File: src/design/ubx_nav_pvt_frame_receiver_core_defines.svh
// ----------------------------------------------------------------------------
// ubx_nav_pvt_frame_receiver_core_defines
// Assertion macros shared by the frame receiver RTL.
// ----------------------------------------------------------------------------
`ifndef UBX_NAV_PVT_FRAME_RECEIVER_CORE_DEFINES_SVH
`define UBX_NAV_PVT_FRAME_RECEIVER_CORE_DEFINES_SVH

// Same-cycle implication, checked out of reset
`define UBXR_ASSERT_IMPL(lbl, clk, rst_n, ante, cons) \
    lbl: assert property (@(posedge clk) disable iff (!rst_n) (ante) |-> (cons)) \
        else $error("frame receiver check failed");

// Next-cycle implication, checked out of reset
`define UBXR_ASSERT_NEXT(lbl, clk, rst_n, ante, cons) \
    lbl: assert property (@(posedge clk) disable iff (!rst_n) (ante) |=> (cons)) \
        else $error("frame receiver check failed");

`endif

File: src/design/ubxr_pkg.sv
// ----------------------------------------------------------------------------
// ubxr_pkg
// Types and constants for the navigation frame receiver.
// ----------------------------------------------------------------------------
package ubxr_pkg;

    // Input transfer: one stream byte plus restart flag
    typedef struct packed {
        logic [7:0] data_byte;
        logic       restart;
    } t_in_item;

    // Output transfer: one decoded field
    typedef struct packed {
        logic [4:0]         field_code;
        logic signed [31:0] field_value;
        logic               last_field;
    } t_out_item;

    // Framing constants
    localparam logic [7:0]  SYNC_FIRST  = 8'hB5;
    localparam logic [7:0]  SYNC_SECOND = 8'h62;
    localparam logic [15:0] PVT_MIN_LEN = 16'd92;

    // Register indexes
    localparam logic REG_CLASS = 1'b0;
    localparam logic REG_ID    = 1'b1;
    localparam logic [7:0] CLASS_RESET = 8'h01;
    localparam logic [7:0] ID_RESET    = 8'h07;

    // Field codes
    localparam logic [4:0] FC_LENGTH  = 5'd0;
    localparam logic [4:0] FC_YEAR    = 5'd1;
    localparam logic [4:0] FC_MONTH   = 5'd2;
    localparam logic [4:0] FC_DAY     = 5'd3;
    localparam logic [4:0] FC_HOUR    = 5'd4;
    localparam logic [4:0] FC_MINUTE  = 5'd5;
    localparam logic [4:0] FC_SECOND  = 5'd6;
    localparam logic [4:0] FC_TFLAGS  = 5'd7;
    localparam logic [4:0] FC_FIXTYPE = 5'd8;
    localparam logic [4:0] FC_FIXOK   = 5'd9;
    localparam logic [4:0] FC_NUMSV   = 5'd10;
    localparam logic [4:0] FC_LON     = 5'd11;
    localparam logic [4:0] FC_LAT     = 5'd12;
    localparam logic [4:0] FC_HEIGHT  = 5'd13;
    localparam logic [4:0] FC_SPEED   = 5'd14;
    localparam logic [4:0] FC_HEADING = 5'd15;
    localparam logic [4:0] FC_DOP     = 5'd16;

    // Payload byte offsets that are kept; slot k holds payload byte CAP_OFFS[k]
    localparam int CAP_SLOTS = 33;
    localparam logic [6:0] CAP_OFFS [CAP_SLOTS] = '{
        7'd4,  7'd5,  7'd6,  7'd7,  7'd8,  7'd9,  7'd10, 7'd11,
        7'd20, 7'd21, 7'd23,
        7'd24, 7'd25, 7'd26, 7'd27, 7'd28, 7'd29, 7'd30, 7'd31,
        7'd36, 7'd37, 7'd38, 7'd39,
        7'd60, 7'd61, 7'd62, 7'd63, 7'd64, 7'd65, 7'd66, 7'd67,
        7'd76, 7'd77
    };

    // Slot of the low byte of each field
    localparam int SL_YEAR    = 0;
    localparam int SL_MONTH   = 2;
    localparam int SL_DAY     = 3;
    localparam int SL_HOUR    = 4;
    localparam int SL_MINUTE  = 5;
    localparam int SL_SECOND  = 6;
    localparam int SL_TFLAGS  = 7;
    localparam int SL_FIXTYPE = 8;
    localparam int SL_FIXOK   = 9;
    localparam int SL_NUMSV   = 10;
    localparam int SL_LON     = 11;
    localparam int SL_LAT     = 15;
    localparam int SL_HEIGHT  = 19;
    localparam int SL_SPEED   = 23;
    localparam int SL_HEADING = 27;
    localparam int SL_DOP     = 31;

endpackage

File: src/design/ubx_nav_pvt_frame_receiver_core.sv
// ----------------------------------------------------------------------------
// ubx_nav_pvt_frame_receiver_core
// Byte-stream frame parser with Fletcher check and field burst output.
// ----------------------------------------------------------------------------
// Takes one byte per cycle; parse state updates at the byte's transfer.
// The first result of a good frame is shown the cycle after its last
// checksum byte; the 17 results then leave at one per cycle unless stalled.
// Input stalls only on a closing checksum byte while the previous burst is
// still going out. Reset (i_rst_n, synchronous) returns to sync hunting,
// clears the output burst and reloads class 0x01 and id 0x07.
module ubx_nav_pvt_frame_receiver_core
    import ubxr_pkg::*;
#(
    parameter int MAX_PAYLOAD = 248
) (
    input  logic        i_clk,
    input  logic        i_rst_n,
    // Byte stream
    input  logic        i_in_valid,
    output logic        o_in_stall,
    input  t_in_item    i_in_data,
    // Decoded fields
    output logic        o_out_valid,
    input  logic        i_out_stall,
    output t_out_item   o_out_data,
    // Register port
    input  logic        psel,
    input  logic        penable,
    input  logic        pwrite,
    input  logic [2:0]  paddr,
    input  logic [31:0] pwdata,
    output logic [31:0] prdata,
    output logic        pready
);

`include "ubx_nav_pvt_frame_receiver_core_defines.svh"

    localparam int CW = $clog2(MAX_PAYLOAD + 1);

    // Parser phases
    localparam logic [3:0] PH_HUNT1   = 4'd0;
    localparam logic [3:0] PH_HUNT2   = 4'd1;
    localparam logic [3:0] PH_CLASS   = 4'd2;
    localparam logic [3:0] PH_ID      = 4'd3;
    localparam logic [3:0] PH_LEN_LO  = 4'd4;
    localparam logic [3:0] PH_LEN_HI  = 4'd5;
    localparam logic [3:0] PH_PAYLOAD = 4'd6;
    localparam logic [3:0] PH_CK_A    = 4'd7;
    localparam logic [3:0] PH_CK_B    = 4'd8;

    logic [7:0]    r_exp_class;
    logic [7:0]    r_exp_id;

    logic [3:0]    r_phase,  n_phase;
    logic [CW-1:0] r_count,  n_count;
    logic [15:0]   r_len,    n_len;
    logic [7:0]    r_sum_a,  n_sum_a;
    logic [7:0]    r_sum_b,  n_sum_b;
    logic          r_ck_a,   n_ck_a;

    logic [7:0]    r_cap  [CAP_SLOTS];
    logic [7:0]    r_snap [CAP_SLOTS];
    logic [15:0]   r_snap_len;

    logic          r_busy;
    logic [4:0]    r_idx;

    logic          in_xfer;
    logic          out_xfer;
    logic          frame_ok;
    logic [3:0]    cur_phase;
    logic [7:0]    in_byte;
    logic [7:0]    sum_a_add;
    logic [7:0]    sum_b_add;
    logic [CW-1:0] count_inc;
    logic [15:0]   len_full;
    logic          cfg_wr;
    logic signed [31:0] fld_value;

    // ------------------------------------------------------------------
    // Register port
    assign pready = 1'b1;
    assign cfg_wr = psel && penable && pwrite;
    assign prdata = (paddr[2] == REG_ID) ? {24'd0, r_exp_id} : {24'd0, r_exp_class};

    always_ff @(posedge i_clk) begin
        if (!i_rst_n) begin
            r_exp_class <= CLASS_RESET;
            r_exp_id    <= ID_RESET;
        end else if (cfg_wr) begin
            if (paddr[2] == REG_CLASS) begin
                r_exp_class <= pwdata[7:0];
            end else begin
                r_exp_id <= pwdata[7:0];
            end
        end
    end

    // ------------------------------------------------------------------
    // Handshakes
    assign o_in_stall = r_busy && (r_phase == PH_CK_B);
    assign in_xfer    = i_in_valid && !o_in_stall;
    assign out_xfer   = r_busy && !i_out_stall;

    // ------------------------------------------------------------------
    // Parser next state
    assign in_byte   = i_in_data.data_byte;
    assign cur_phase = i_in_data.restart ? PH_HUNT1 : r_phase;
    assign sum_a_add = r_sum_a + in_byte;
    assign sum_b_add = r_sum_b + sum_a_add;
    assign count_inc = r_count + CW'(1);
    assign len_full  = {in_byte, r_len[7:0]};

    always_comb begin
        n_phase = cur_phase;
        n_count = r_count;
        n_len   = r_len;
        n_sum_a = r_sum_a;
        n_sum_b = r_sum_b;
        n_ck_a  = r_ck_a;
        case (cur_phase)
            PH_HUNT1: begin
                if (in_byte == SYNC_FIRST) n_phase = PH_HUNT2;
            end
            PH_HUNT2: begin
                if (in_byte == SYNC_SECOND) begin
                    n_sum_a = 8'd0;
                    n_sum_b = 8'd0;
                    n_phase = PH_CLASS;
                end else if (in_byte != SYNC_FIRST) begin
                    n_phase = PH_HUNT1;
                end
            end
            PH_CLASS: begin
                if (in_byte == r_exp_class) begin
                    n_sum_a = sum_a_add;
                    n_sum_b = sum_b_add;
                    n_phase = PH_ID;
                end else begin
                    n_phase = PH_HUNT1;
                end
            end
            PH_ID: begin
                if (in_byte == r_exp_id) begin
                    n_sum_a = sum_a_add;
                    n_sum_b = sum_b_add;
                    n_phase = PH_LEN_LO;
                end else begin
                    n_phase = PH_HUNT1;
                end
            end
            PH_LEN_LO: begin
                n_sum_a = sum_a_add;
                n_sum_b = sum_b_add;
                n_len   = {8'd0, in_byte};
                n_phase = PH_LEN_HI;
            end
            PH_LEN_HI: begin
                n_sum_a = sum_a_add;
                n_sum_b = sum_b_add;
                n_len   = len_full;
                n_count = '0;
                if (len_full > 16'(MAX_PAYLOAD)) begin
                    n_phase = PH_HUNT1;
                end else if (len_full == 16'd0) begin
                    n_phase = PH_CK_A;
                end else begin
                    n_phase = PH_PAYLOAD;
                end
            end
            PH_PAYLOAD: begin
                n_sum_a = sum_a_add;
                n_sum_b = sum_b_add;
                n_count = count_inc;
                if (16'(count_inc) >= r_len) n_phase = PH_CK_A;
            end
            PH_CK_A: begin
                n_ck_a  = (in_byte == r_sum_a);
                n_phase = PH_CK_B;
            end
            PH_CK_B: begin
                n_phase = PH_HUNT1;
            end
            default: begin
                n_phase = PH_HUNT1;
            end
        endcase
    end

    assign frame_ok = in_xfer && (cur_phase == PH_CK_B) && r_ck_a
                      && (in_byte == r_sum_b) && (r_len >= PVT_MIN_LEN);

    always_ff @(posedge i_clk) begin
        if (!i_rst_n) begin
            r_phase <= PH_HUNT1;
            r_count <= '0;
            r_len   <= 16'd0;
            r_sum_a <= 8'd0;
            r_sum_b <= 8'd0;
            r_ck_a  <= 1'b0;
        end else if (in_xfer) begin
            r_phase <= n_phase;
            r_count <= n_count;
            r_len   <= n_len;
            r_sum_a <= n_sum_a;
            r_sum_b <= n_sum_b;
            r_ck_a  <= n_ck_a;
        end
    end

    // ------------------------------------------------------------------
    // Keep only the payload bytes that feed a field
    for (genvar k = 0; k < CAP_SLOTS; k++) begin : g_cap
        always_ff @(posedge i_clk) begin
            if (in_xfer && (cur_phase == PH_PAYLOAD) && (r_count == CW'(CAP_OFFS[k]))) begin
                r_cap[k] <= in_byte;
            end
        end
    end

    // Snapshot on a good frame so the next frame can refill the capture
    always_ff @(posedge i_clk) begin
        if (frame_ok) begin
            r_snap     <= r_cap;
            r_snap_len <= r_len;
        end
    end

    // ------------------------------------------------------------------
    // Result burst sequencer
    always_ff @(posedge i_clk) begin
        if (!i_rst_n) begin
            r_busy <= 1'b0;
            r_idx  <= FC_LENGTH;
        end else if (frame_ok) begin
            r_busy <= 1'b1;
            r_idx  <= FC_LENGTH;
        end else if (out_xfer) begin
            if (r_idx == FC_DOP) r_busy <= 1'b0;
            r_idx <= r_idx + 5'd1;
        end
    end

    // Field select from the snapshot
    always_comb begin
        case (r_idx)
            FC_LENGTH:  fld_value = {16'd0, r_snap_len};
            FC_YEAR:    fld_value = {16'd0, r_snap[SL_YEAR+1], r_snap[SL_YEAR]};
            FC_MONTH:   fld_value = {24'd0, r_snap[SL_MONTH]};
            FC_DAY:     fld_value = {24'd0, r_snap[SL_DAY]};
            FC_HOUR:    fld_value = {24'd0, r_snap[SL_HOUR]};
            FC_MINUTE:  fld_value = {24'd0, r_snap[SL_MINUTE]};
            FC_SECOND:  fld_value = {24'd0, r_snap[SL_SECOND]};
            FC_TFLAGS:  fld_value = {24'd0, r_snap[SL_TFLAGS]};
            FC_FIXTYPE: fld_value = {24'd0, r_snap[SL_FIXTYPE]};
            FC_FIXOK:   fld_value = {31'd0, r_snap[SL_FIXOK][0]};
            FC_NUMSV:   fld_value = {24'd0, r_snap[SL_NUMSV]};
            FC_LON:     fld_value = {r_snap[SL_LON+3], r_snap[SL_LON+2],
                                     r_snap[SL_LON+1], r_snap[SL_LON]};
            FC_LAT:     fld_value = {r_snap[SL_LAT+3], r_snap[SL_LAT+2],
                                     r_snap[SL_LAT+1], r_snap[SL_LAT]};
            FC_HEIGHT:  fld_value = {r_snap[SL_HEIGHT+3], r_snap[SL_HEIGHT+2],
                                     r_snap[SL_HEIGHT+1], r_snap[SL_HEIGHT]};
            FC_SPEED:   fld_value = {r_snap[SL_SPEED+3], r_snap[SL_SPEED+2],
                                     r_snap[SL_SPEED+1], r_snap[SL_SPEED]};
            FC_HEADING: fld_value = {r_snap[SL_HEADING+3], r_snap[SL_HEADING+2],
                                     r_snap[SL_HEADING+1], r_snap[SL_HEADING]};
            FC_DOP:     fld_value = {16'd0, r_snap[SL_DOP+1], r_snap[SL_DOP]};
            default:    fld_value = 32'sd0;
        endcase
    end

    assign o_out_valid            = r_busy;
    assign o_out_data.field_code  = r_idx;
    assign o_out_data.field_value = fld_value;
    assign o_out_data.last_field  = (r_idx == FC_DOP);

    // ------------------------------------------------------------------
    // Checks
    `UBXR_ASSERT_NEXT(a_burst_ends, i_clk, i_rst_n,
        out_xfer && (r_idx == FC_DOP), !o_out_valid)
    `UBXR_ASSERT_NEXT(a_burst_starts, i_clk, i_rst_n,
        frame_ok, o_out_valid && (o_out_data.field_code == FC_LENGTH))
    `UBXR_ASSERT_IMPL(a_no_overlap, i_clk, i_rst_n,
        r_busy, !frame_ok)
    `UBXR_ASSERT_IMPL(a_payload_len, i_clk, i_rst_n,
        r_phase == PH_PAYLOAD, (r_len != 16'd0) && (16'(r_count) < r_len))

endmodule

File: config.mk
export PLATFORM = sky130hd
export DESIGN_NAME = ubx_nav_pvt_frame_receiver_core
export DESIGN_NICKNAME = d
export VERILOG_FILES = /design/src/design/ubxr_pkg.sv /design/src/design/ubx_nav_pvt_frame_receiver_core.sv
export VERILOG_INCLUDE_DIRS = /design/src /design/src/design
export SDC_FILE = /design/constraint.sdc
export NUM_CORES = 1
export LEC_CHECK = 0
export ABC_AREA = 0
export BUFFER_PORTS_ARGS = -buffer_cell sky130_fd_sc_hd__buf_2
export CAP_MARGIN = 20
export CELL_PAD_IN_SITES_DETAIL_PLACEMENT = 1
export CELL_PAD_IN_SITES_GLOBAL_PLACEMENT = 2
export CORE_AREA = 2 2 238 334
export CTS_BUF_LIST = sky130_fd_sc_hd__clkbuf_2 sky130_fd_sc_hd__clkbuf_4 sky130_fd_sc_hd__clkbuf_8
export DETAILED_ROUTE_END_ITERATION = 10
export DIE_AREA = 0 0 240 336
export PLACE_DENSITY = 0.6
export REMOVE_ABC_BUFFERS = 1
export SLEW_MARGIN = 40
export SYNTH_ARGS = -nofsm -noshare
export SYNTH_HDL_FRONTEND = slang
export SYNTH_SLANG_ARGS = --single-unit
File: constraint.sdc
create_clock -name i_clk -period 8.2 [get_ports i_clk]
set_input_delay 0.41 -clock i_clk [delete_from_list [all_inputs] [get_ports i_clk]]
set_output_delay 0.41 -clock i_clk [all_outputs]
set_load 0.01 [all_outputs]
Word-level counts from Yosys, hierarchy flattened
Index checks and enable logic that the tools add are counted.
{"block": "totals", "ff_bits": 597, "in_bits": 51, "out_inout_bits": 73, "wordCells": 243}
{"block": "op_classes", "n_addsub": 4, "order_cmp": 3, "eq_ne": 68, "n_mux": 24, "bitwise_logic": 3, "n_reduce_logical": 63}
{"cell": "$pmux 32 s17", "count": 1}
{"cell": "$eq 8x5->1 const B", "count": 11}
{"cell": "$eq 8x6->1 const B", "count": 8}
{"cell": "$pmux 8 s4", "count": 2}
{"cell": "$eq 8x7->1 const B", "count": 7}
{"cell": "$mux 8", "count": 6}
{"cell": "$logic_and 1x1->1", "count": 43}
{"cell": "$eq 5x4->1 const B", "count": 8}
{"cell": "$eq 8x3->1 const B", "count": 4}
{"cell": "$eq 8x4->1 const B", "count": 4}
{"cell": "$eq 8x8->1", "count": 4}
{"cell": "$pmux 16 s2", "count": 1}
{"cell": "$pmux 4 s8", "count": 1}
{"cell": "$eq 5x3->1 const B", "count": 4}
{"cell": "$mux 4", "count": 5}
{"cell": "$add 8x8->8", "count": 2}
{"cell": "$eq 4x3->1 const B", "count": 4}
{"cell": "$ge 16x7->1 const B", "count": 1}
{"cell": "$ge 8x16->1", "count": 1}
{"cell": "$gt 16x8->1 const B", "count": 1}
{"cell": "$logic_not 16->1", "count": 1}
{"cell": "$pmux 8 s2", "count": 1}
{"cell": "$reduce_and 2->1", "count": 6}
{"cell": "$eq 5x2->1 const B", "count": 2}
{"cell": "other kinds (23)", "count": 37}

Depth between registers and ports, before layout
Gate-level depths: netlist of the first run.
{"block": "logic_depth", "word_depth": 10, "depth_mapped": 16, "ltp_nobuf": 16}

Worst setup path before layout of the first run
No wires, ideal clock.
{"block": "synth_path", "path_kind": "flip-flop to flip-flop", "from": "register r_phase[2]", "to": "register r_snap[0] (netlist name), enable pin", "setup_ns": 0.623, "arrival_ns": 6.630, "t_required_ns": 7.577, "setup_slack_ns": 0.947, "path_stages_with_launch": 8, "n_path_buf": 1, "period_less_slack_ns": 7.253, "path_cell_list": "dfxtp_1 > buf_2 > nor3_1 > and3_1 > nand2b_1 > nor4_1 > o31ai_1 > inv_1"}
{"block": "synth_via", "elab_chain_cells": 8, "elab_cells_between_ends": 10, "classes_between": "2 x eq/ne; 1 x mux; 7 x reduce/logical"}
{"element": "start: declaration", "line": "ubx_nav_pvt_frame_receiver_core.sv:54", "source": "logic [3:0] r_phase, n_phase;"}
{"element": "start signal: assignment", "line": "ubx_nav_pvt_frame_receiver_core.sv:202", "source": "r_phase <= n_phase;"}
{"element": "$eq 4x4->1", "line": "ubx_nav_pvt_frame_receiver_core.sv:101", "source": "assign o_in_stall = r_busy && (r_phase == PH_CK_B);"}
{"element": "$logic_and 1x1->1", "line": "ubx_nav_pvt_frame_receiver_core.sv:101"}
{"element": "via o_in_stall", "line": "ubx_nav_pvt_frame_receiver_core.sv:20", "source": "output logic o_in_stall,"}
{"element": "$logic_not 1->1", "line": "ubx_nav_pvt_frame_receiver_core.sv:102", "source": "assign in_xfer = i_in_valid && !o_in_stall;"}
{"element": "$logic_and 1x1->1", "line": "ubx_nav_pvt_frame_receiver_core.sv:102"}
{"element": "$logic_and 1x1->1 (2 in series)", "line": "ubx_nav_pvt_frame_receiver_core.sv:190", "source": "assign frame_ok = in_xfer && (cur_phase == PH_CK_B) && r_ck_a"}
{"element": "$logic_and 1x1->1 (2 in series)", "line": "ubx_nav_pvt_frame_receiver_core.sv:191", "source": "&& (in_byte == r_sum_b) && (r_len >= PVT_MIN_LEN);"}
{"element": "via frame_ok", "line": "ubx_nav_pvt_frame_receiver_core.sv:70", "source": "logic frame_ok;"}
{"element": "end signal: assignment", "line": "ubx_nav_pvt_frame_receiver_core.sv:224", "source": "r_snap <= r_cap;"}
{"element": "end: declaration", "line": "ubx_nav_pvt_frame_receiver_core.sv:62", "source": "logic [7:0] r_snap [CAP_SLOTS];"}
The timed path passes the listed nets, and every way through them passes these cells.
A chain may end at the register's enable or synchronous reset.

==> summary.txt, run 1 <==
Root Buffer = clkbuf_8
Worst setup SP type = flip-flop
FF-to-FF path depth = 8
Status = finished clean
RSZ-0062 raised after global routing = false
Skew final = 0.0461 ns
Finish-stage setup viols = 0
Initial Utilization = 28.8%
Drt total wl = 55500 um
Synth warn = 0
Period utilization = 53.5%
Die Area = 0.0806 mm2
CTS clk-pin slew, worst paths = 0.06 ns
Area growth syn-to-layout = 15.6%
Fill count = 8122
Reg2reg end = r_snap_len[2]
Global-route wire length before repair = 83400 um
Nets = 1603
Slew Limit Fails = 0
Most used DFF post-synth = edfxtp_1
CTS Buffer Depth = 3
Max-slew headroom = 44.6%
Vias after detailed routing = 12.1k
Mapped Cells = 1385
Final Wtd Congestion = 0.758
Area of the mapped netlist = 0.0223 mm2
Critical path class = reg -> out
Non-Filler Instances = 2636
Hpwl dp = 34500 um
Worst skew pair latency = 0.70 ns
Max VDD drop = 0.0000766 V
Maxcap violations = 0
Async SR Flop Fraction = 0%
FF+latch area = 0.0173 mm2
Required time worst endpoint = 7.79 ns
Setup TNS = 0 ns
Crit. End Element = primary output
H-tree levels = 3
Core area = 0.0775 mm2
Routed WL per cell = 21.0 um
EDFF count, synth = 530
R2R Path Start = r_phase[0]
Crit path from = r_idx[4]
Cts repair resizes = 0
Layout cells sized above 1 = 18.6%
DIE HEIGHT = 336 um
Min-delay worst type = in -> reg
Worst Max-Slew Pin Slew = 0.831 ns
Die Wd = 240 um
Io pins = 124
Post-route ant nets = 0
Fin crit period = 4.38 ns
Post-CTS Setup Inserts = 0
Dpl cells = 2465
Hold Path Sink = o_out_valid
Row cnt = 121
Leak pwr = 8.36 nW
CTS tree = done
Yosys cell types = 63
Sequential share of the synthesized area = 77.4%
Post-CTS Hold Buffers = 8
Drt initial violations = 849
Total grt overflow = 0
Hold path depth = 3
Max Freq = 228 MHz
Clock Sinks = 597
IO Port Bufs = 72
CP max FO = 32
#FFs+latches synth = 597
Final hold violation count = 0
Largest net degree at the start of global routing = 142
Antenna violations before repair = 1
Arr. time, crit path = 3.97 ns
Mean Syn Cell Area = 16.1 um2
Total power = 5.85 mW
Drt pass-1 iters = 8
Vias in the first global route = 13.4k
Inserted Clock Buffers = 89
Hold Crit Start = i_out_stall
Vias/cell = 4.58
Hold_ws = 0.106 ns
Power Dens Cells = 227 mW/mm2
Multi-input logic area = 0.00462 mm2
DRC Markers = 0
Global Route Usage Sum = 14.0%
Reg2reg setup slack = 4.29 ns
## flip-flops by register name (all words and copies together), names as in the netlist, 4 cells and up
name         cells
r_sum_b          8
r_sum_a          8
r_exp_class      8
r_idx            5
r_snap         257
r_phase          4
r_count          8
r_snap_len      16
r_len           16
r_exp_id         8
r_cap          257
## worst max-delay path, stage by stage (launching register included)
cell and delay (ns):
dfxtp_1 0.62, inv_1 0.30, ha_1 0.27, buf_4 0.27
a222oi_1 0.65, nand3_1 0.25, a2111oi_0 0.49, nand3_1 0.21
buf_2 0.20
## cells in the final DEF, fill, tap and decap left out, types with 4 or more instances in the layout
| master | netlist | layout |
|---|---|---|
| edfxtp_1 | 530 | 530 |
| nand2_1 | 114 | 114 |
| clkbuf_8 | 0 | 95 |
| buf_2 | 21 | 72 |
| dfxtp_1 | 67 | 67 |
| a22oi_1 | 49 | 49 |
| nor2_1 | 75 | 48 |
| a222oi_1 | 38 | 38 |
| xnor2_1 | 36 | 36 |
| nand3_1 | 35 | 35 |
| ha_1 | 31 | 31 |
| inv_1 | 30 | 29 |
| nor2b_1 | 29 | 29 |
| a21boi_0 | 28 | 28 |
| nor2_2 | 0 | 27 |
| clkbuf_4 | 0 | 27 |
| conb_1 | 2 | 25 |
| buf_4 | 30 | 25 |
| a21oi_1 | 23 | 23 |
| nor3_1 | 22 | 21 |
| and3_1 | 20 | 20 |
| clkinv_1 | 0 | 18 |
| nand4_1 | 14 | 14 |
| o21ai_0 | 14 | 14 |
| a221oi_1 | 13 | 13 |
| mux2_2 | 12 | 12 |
| clkinv_2 | 0 | 11 |
| a22o_1 | 10 | 10 |
| mux2i_1 | 9 | 9 |
| xor2_1 | 9 | 9 |
| nor4_1 | 8 | 8 |
| or3_1 | 8 | 8 |
| a21boi_1 | 8 | 8 |
| dlygate4sd3_1 | 0 | 8 |
| nand2b_1 | 7 | 7 |
| and2_1 | 6 | 6 |
| o31ai_1 | 5 | 5 |
| nor3b_1 | 4 | 4 |
| or2_2 | 4 | 4 |
| bufinv_16 | 0 | 4 |
## power by group
| part | internal [mW] | switching [mW] |
|---|---|---|
| registers | 3.28 | 0.00188 |
| logic | 0.0283 | 0.0699 |
| clock network | 1.33 | 1.14 |
| total | 4.64 | 1.21 |
## synthesized netlist by cell type (20+ instances only)
master	count	share of area [%]
buf_2	21	0.47
nand3_1	35	0.79
nand2_1	114	1.9
a21oi_1	23	0.52
buf_4	30	1.0
clkbuf_1	32	0.54
a22oi_1	49	1.7
nor3_1	22	0.49
nor2_1	75	1.3
and3_1	20	0.56
inv_1	30	0.51
ha_1	31	1.7
dfxtp_1	67	6.0
xnor2_1	36	1.4
a222oi_1	38	1.7
edfxtp_1	530	71
nor2b_1	29	0.81
a21boi_0	28	0.94
## worst max-delay path by stage
stage | endpoint
after detailed placement | r_snap_len[2]
after floorplan | r_snap[0]
after global routing | o_out_data[1]
after CTS | o_out_data[1]
after global placement | r_snap[224]
final | o_out_data[1]
## area by class of cell
cell class                 count  share of cell area (%)
timing repair buffer         106                    2.51
tap                         1045                    5.07
sequential                   597                    67.0
clock inverter                40                    1.19
multi-input combinational    695                    17.9
antenna                        1                 0.00971
clock buffer                 122                    5.86
inverter                      30                   0.485
## per-stage QoR
| stage | worst slack, ns | instance area, um2 | util [%] |
|---|---|---|---|
| 2_1_floorplan | 0.889 | 21900 | - |
| 6_report | 3.82 | 25800 | 33.2 |
| 4_1_cts | 3.63 | 25800 | 33.2 |
| 5_1_grt | 3.53 | 25800 | 33.2 |
| 3_3_place_gp | 3.99 | 23800 | 30.7 |
| 3_5_place_dp | 4.10 | 23900 | 30.8 |
## metal layers
metal | part of all wire, % | track usage, % | vias to the layer above
met5 | 0 | 0 | -
met4 | 2.2 | 5.04 | 0
met3 | 3.8 | 2.61 | 74
met2 | 55 | 26.7 | 228
met1 | 39 | 15.3 | 6214
li1 | - | - | 5549
## cells by family (layout without fill, tap and decap cells)
logic type / count (synthesis) / count (layout) / synth area share (%)
AOI/OAI and AO/OA: 212 / 212 / 7.35
xor gates and xnor gates: 45 / 45 / 1.77
adders and majority gates: 33 / 33 / 1.92
buffers and inverters: 116 / 298 / 2.64
DFF: 597 / 597 / 77.4
muxes: 21 / 21 / 1.01
other: 2 / 26 / 0.0337
and+or+nand+nor: 359 / 359 / 7.87
(Power assumes the default switching activity.)
==> inputs of run 2 (changes only) <==
clock period = 4.05 ns   (was 8.2 ns; I/O delays follow)
==> run 2 against run 1 <==
Net effect:
- combinational power rose by 120%
- via count increased by 1.6%
- sequential share of layout area down 0.95 points
- critical path depth shrank 1
- clock skew decreased by 0.019 ns
- clock power increased by 120%
- setup slack got worse by 3.5 ns
- largest power group unchanged
- count of clock-buffer cells in the layout decreased by 9
- non-clock buffer count grew 29
- routed wire length rose by 3.5%
- global-route usage increased by 0.45 points
==> summary.txt, run 2 (same netlist as run 1, synthesis figures left out) <==
Status = finished clean
Worst path cell trace = inv_1 > ha_1 > a222oi_1 > o31ai_1 > a2111oi_0 > nand3_1 > buf_2
CP max FO = 12
Nets = 1633
Largest net degree at the start of global routing = 56
Core area = 0.0775 mm2
Fill count = 8113
Crit. End Element = primary output
Min-delay worst type = in -> reg
CP top delay family = compound AO/OA/AOI/OAI gates
Maxcap violations = 0
Worst Max-Slew Pin Slew = 0.812 ns
Max Freq = 266 MHz
FF-to-FF path depth = 16
Post-Route M1 WL = 22500 um
Die Wd = 240 um
IO Port Bufs = 72
DRC Markers = 0
Vias after detailed routing = 12.3k
Setup TNS = 0 ns
R2R Path Start = r_sum_a[0]
Crit path capture = o_out_data[3]
CTS clk-pin slew, worst paths = 0.06 ns
Highest routed layer = met4
Global Route Usage Sum = 14.5%
Max-slew headroom = 45.7%
CTS tree = done
Total grt overflow = 0
Crit path from = r_idx[4]
Leak pwr = 8.56 nW
Drt total wl = 57400 um
Most frequent cells in the layout = edfxtp_1 (530), nand2_1 (114), clkbuf_8 (94)
Drt initial violations = 818
Met3 wire length = 2200 um
Max stage delay on crit path = 0.65 ns
Routed WL per cell = 21.5 um
Post-route ant nets = 0
Non-Filler Instances = 2669
Cts repair resizes = 0
Fin crit period = 3.75 ns
Final hold violation count = 0
Arr. time, crit path = 3.55 ns
WP buf/inv = 2
Critical path depth = 7
Hold_ws = 0.107 ns
Period utilization = 92.7%
Slew Limit Fails = 0
Layout cells sized above 1 = 18.4%
Worst skew pair latency = 0.67 ns
Initial Utilization = 28.8%
Dpl cells = 2487
Regs by FF count = r_cap x257, r_snap x257
Area growth syn-to-layout = 17.3%
Antenna violations before repair = 1
Met2 WL post-DR = 31400 um
Post-CTS Setup Inserts = 0
H-tree levels = 3
Post-CTS Hold Buffers = 15
Worst setup SP type = flip-flop
Global-route wire length before repair = 86000 um
Root Buffer = clkbuf_8
Skew final = 0.0270 ns
Hpwl dp = 37500 um
DIE HEIGHT = 336 um
Io pins = 124
Inserted Clock Buffers = 90
RSZ-0062 raised after global routing = false
Row cnt = 121
Required time worst endpoint = 3.85 ns
Die Area = 0.0806 mm2
Final Wtd Congestion = 0.746
Layout Utilization = 33.7%
CP max-delay cell = dfxtp_1
Critical path class = reg -> out
Max VDD drop = 0.000204 V
Clock Sinks = 597
Vias in the first global route = 13.5k
Drt pass-1 iters = 6
Reg2reg end = r_sum_b[7]
Finish-stage setup viols = 0
Commonest non-fill, non-tap cell in the layout = edfxtp_1
Power Dens Cells = 467 mW/mm2
Vias/cell = 4.59
Reg2reg setup slack = 0.78 ns
CTS Buffer Depth = 3
run 2: worst min-delay path by stage:
stage	startpoint	to	slack, ns	depth (start not counted)
global placement	r_cap[245]	r_snap[245]	0.40	0
floorplan	i_rst_n	r_exp_class[0]	0.27	1
finish	penable	r_exp_id[3]	0.11	5
detailed placement	r_cap[60]	r_snap[60]	0.41	0
CTS	i_in_data[0]	r_sum_b[7]	0.05	6
global route	penable	r_exp_id[3]	0.11	5
run 2: power breakdown:
part	switching, mW	total [mW]	internal (mW)
combinational	0.148	0.212	0.0635
sequential	0.00376	6.65	6.65
clock	2.35	5.34	2.99
total	2.50	12.2	9.70
run 2: stage by stage:
| step | instance area (um2) | setup slack [ns] | power [mW] |
|---|---|---|---|
| finish | 26100 | 0.295 | 12.2 |
| global route | 26100 | 0.0801 | 12.6 |
| CTS | 26100 | 0.0517 | 12.4 |
| detailed placement | 24000 | 0.591 | 6.99 |
| global placement | 24000 | 0.616 | 6.99 |
| floorplan | 21900 | -3.26 | 6.85 |
run 2: worst min-delay path, delay by kind of cell:
kind / cells / cell delay (ns)
buffers and inverters: 1 / 0.10
AND/OR/NAND/NOR: 3 / 0.34
AO/OA/AOI/OAI: 1 / 0.07
run 2: per-layer routing:
layer  up-vias  GRT usage [%]
met5         -              0
met2       239           27.4
li1       5622              -
met4         0           5.05
met3        84           2.36
met1      6313           16.1
run 2: area by class of cell:
cell class                 instances  area (um2)  share of cell area (%)
tap                             1045        1310                    5.00
clock buffer                     113        1440                    5.49
multi-input combinational        695        4590                    17.6
inverter                          30         120                   0.459
clock inverter                    53         507                    1.94
sequential                       597       17300                    66.0
timing repair buffer             135         923                    3.53
antenna                            1        2.50                 0.00957
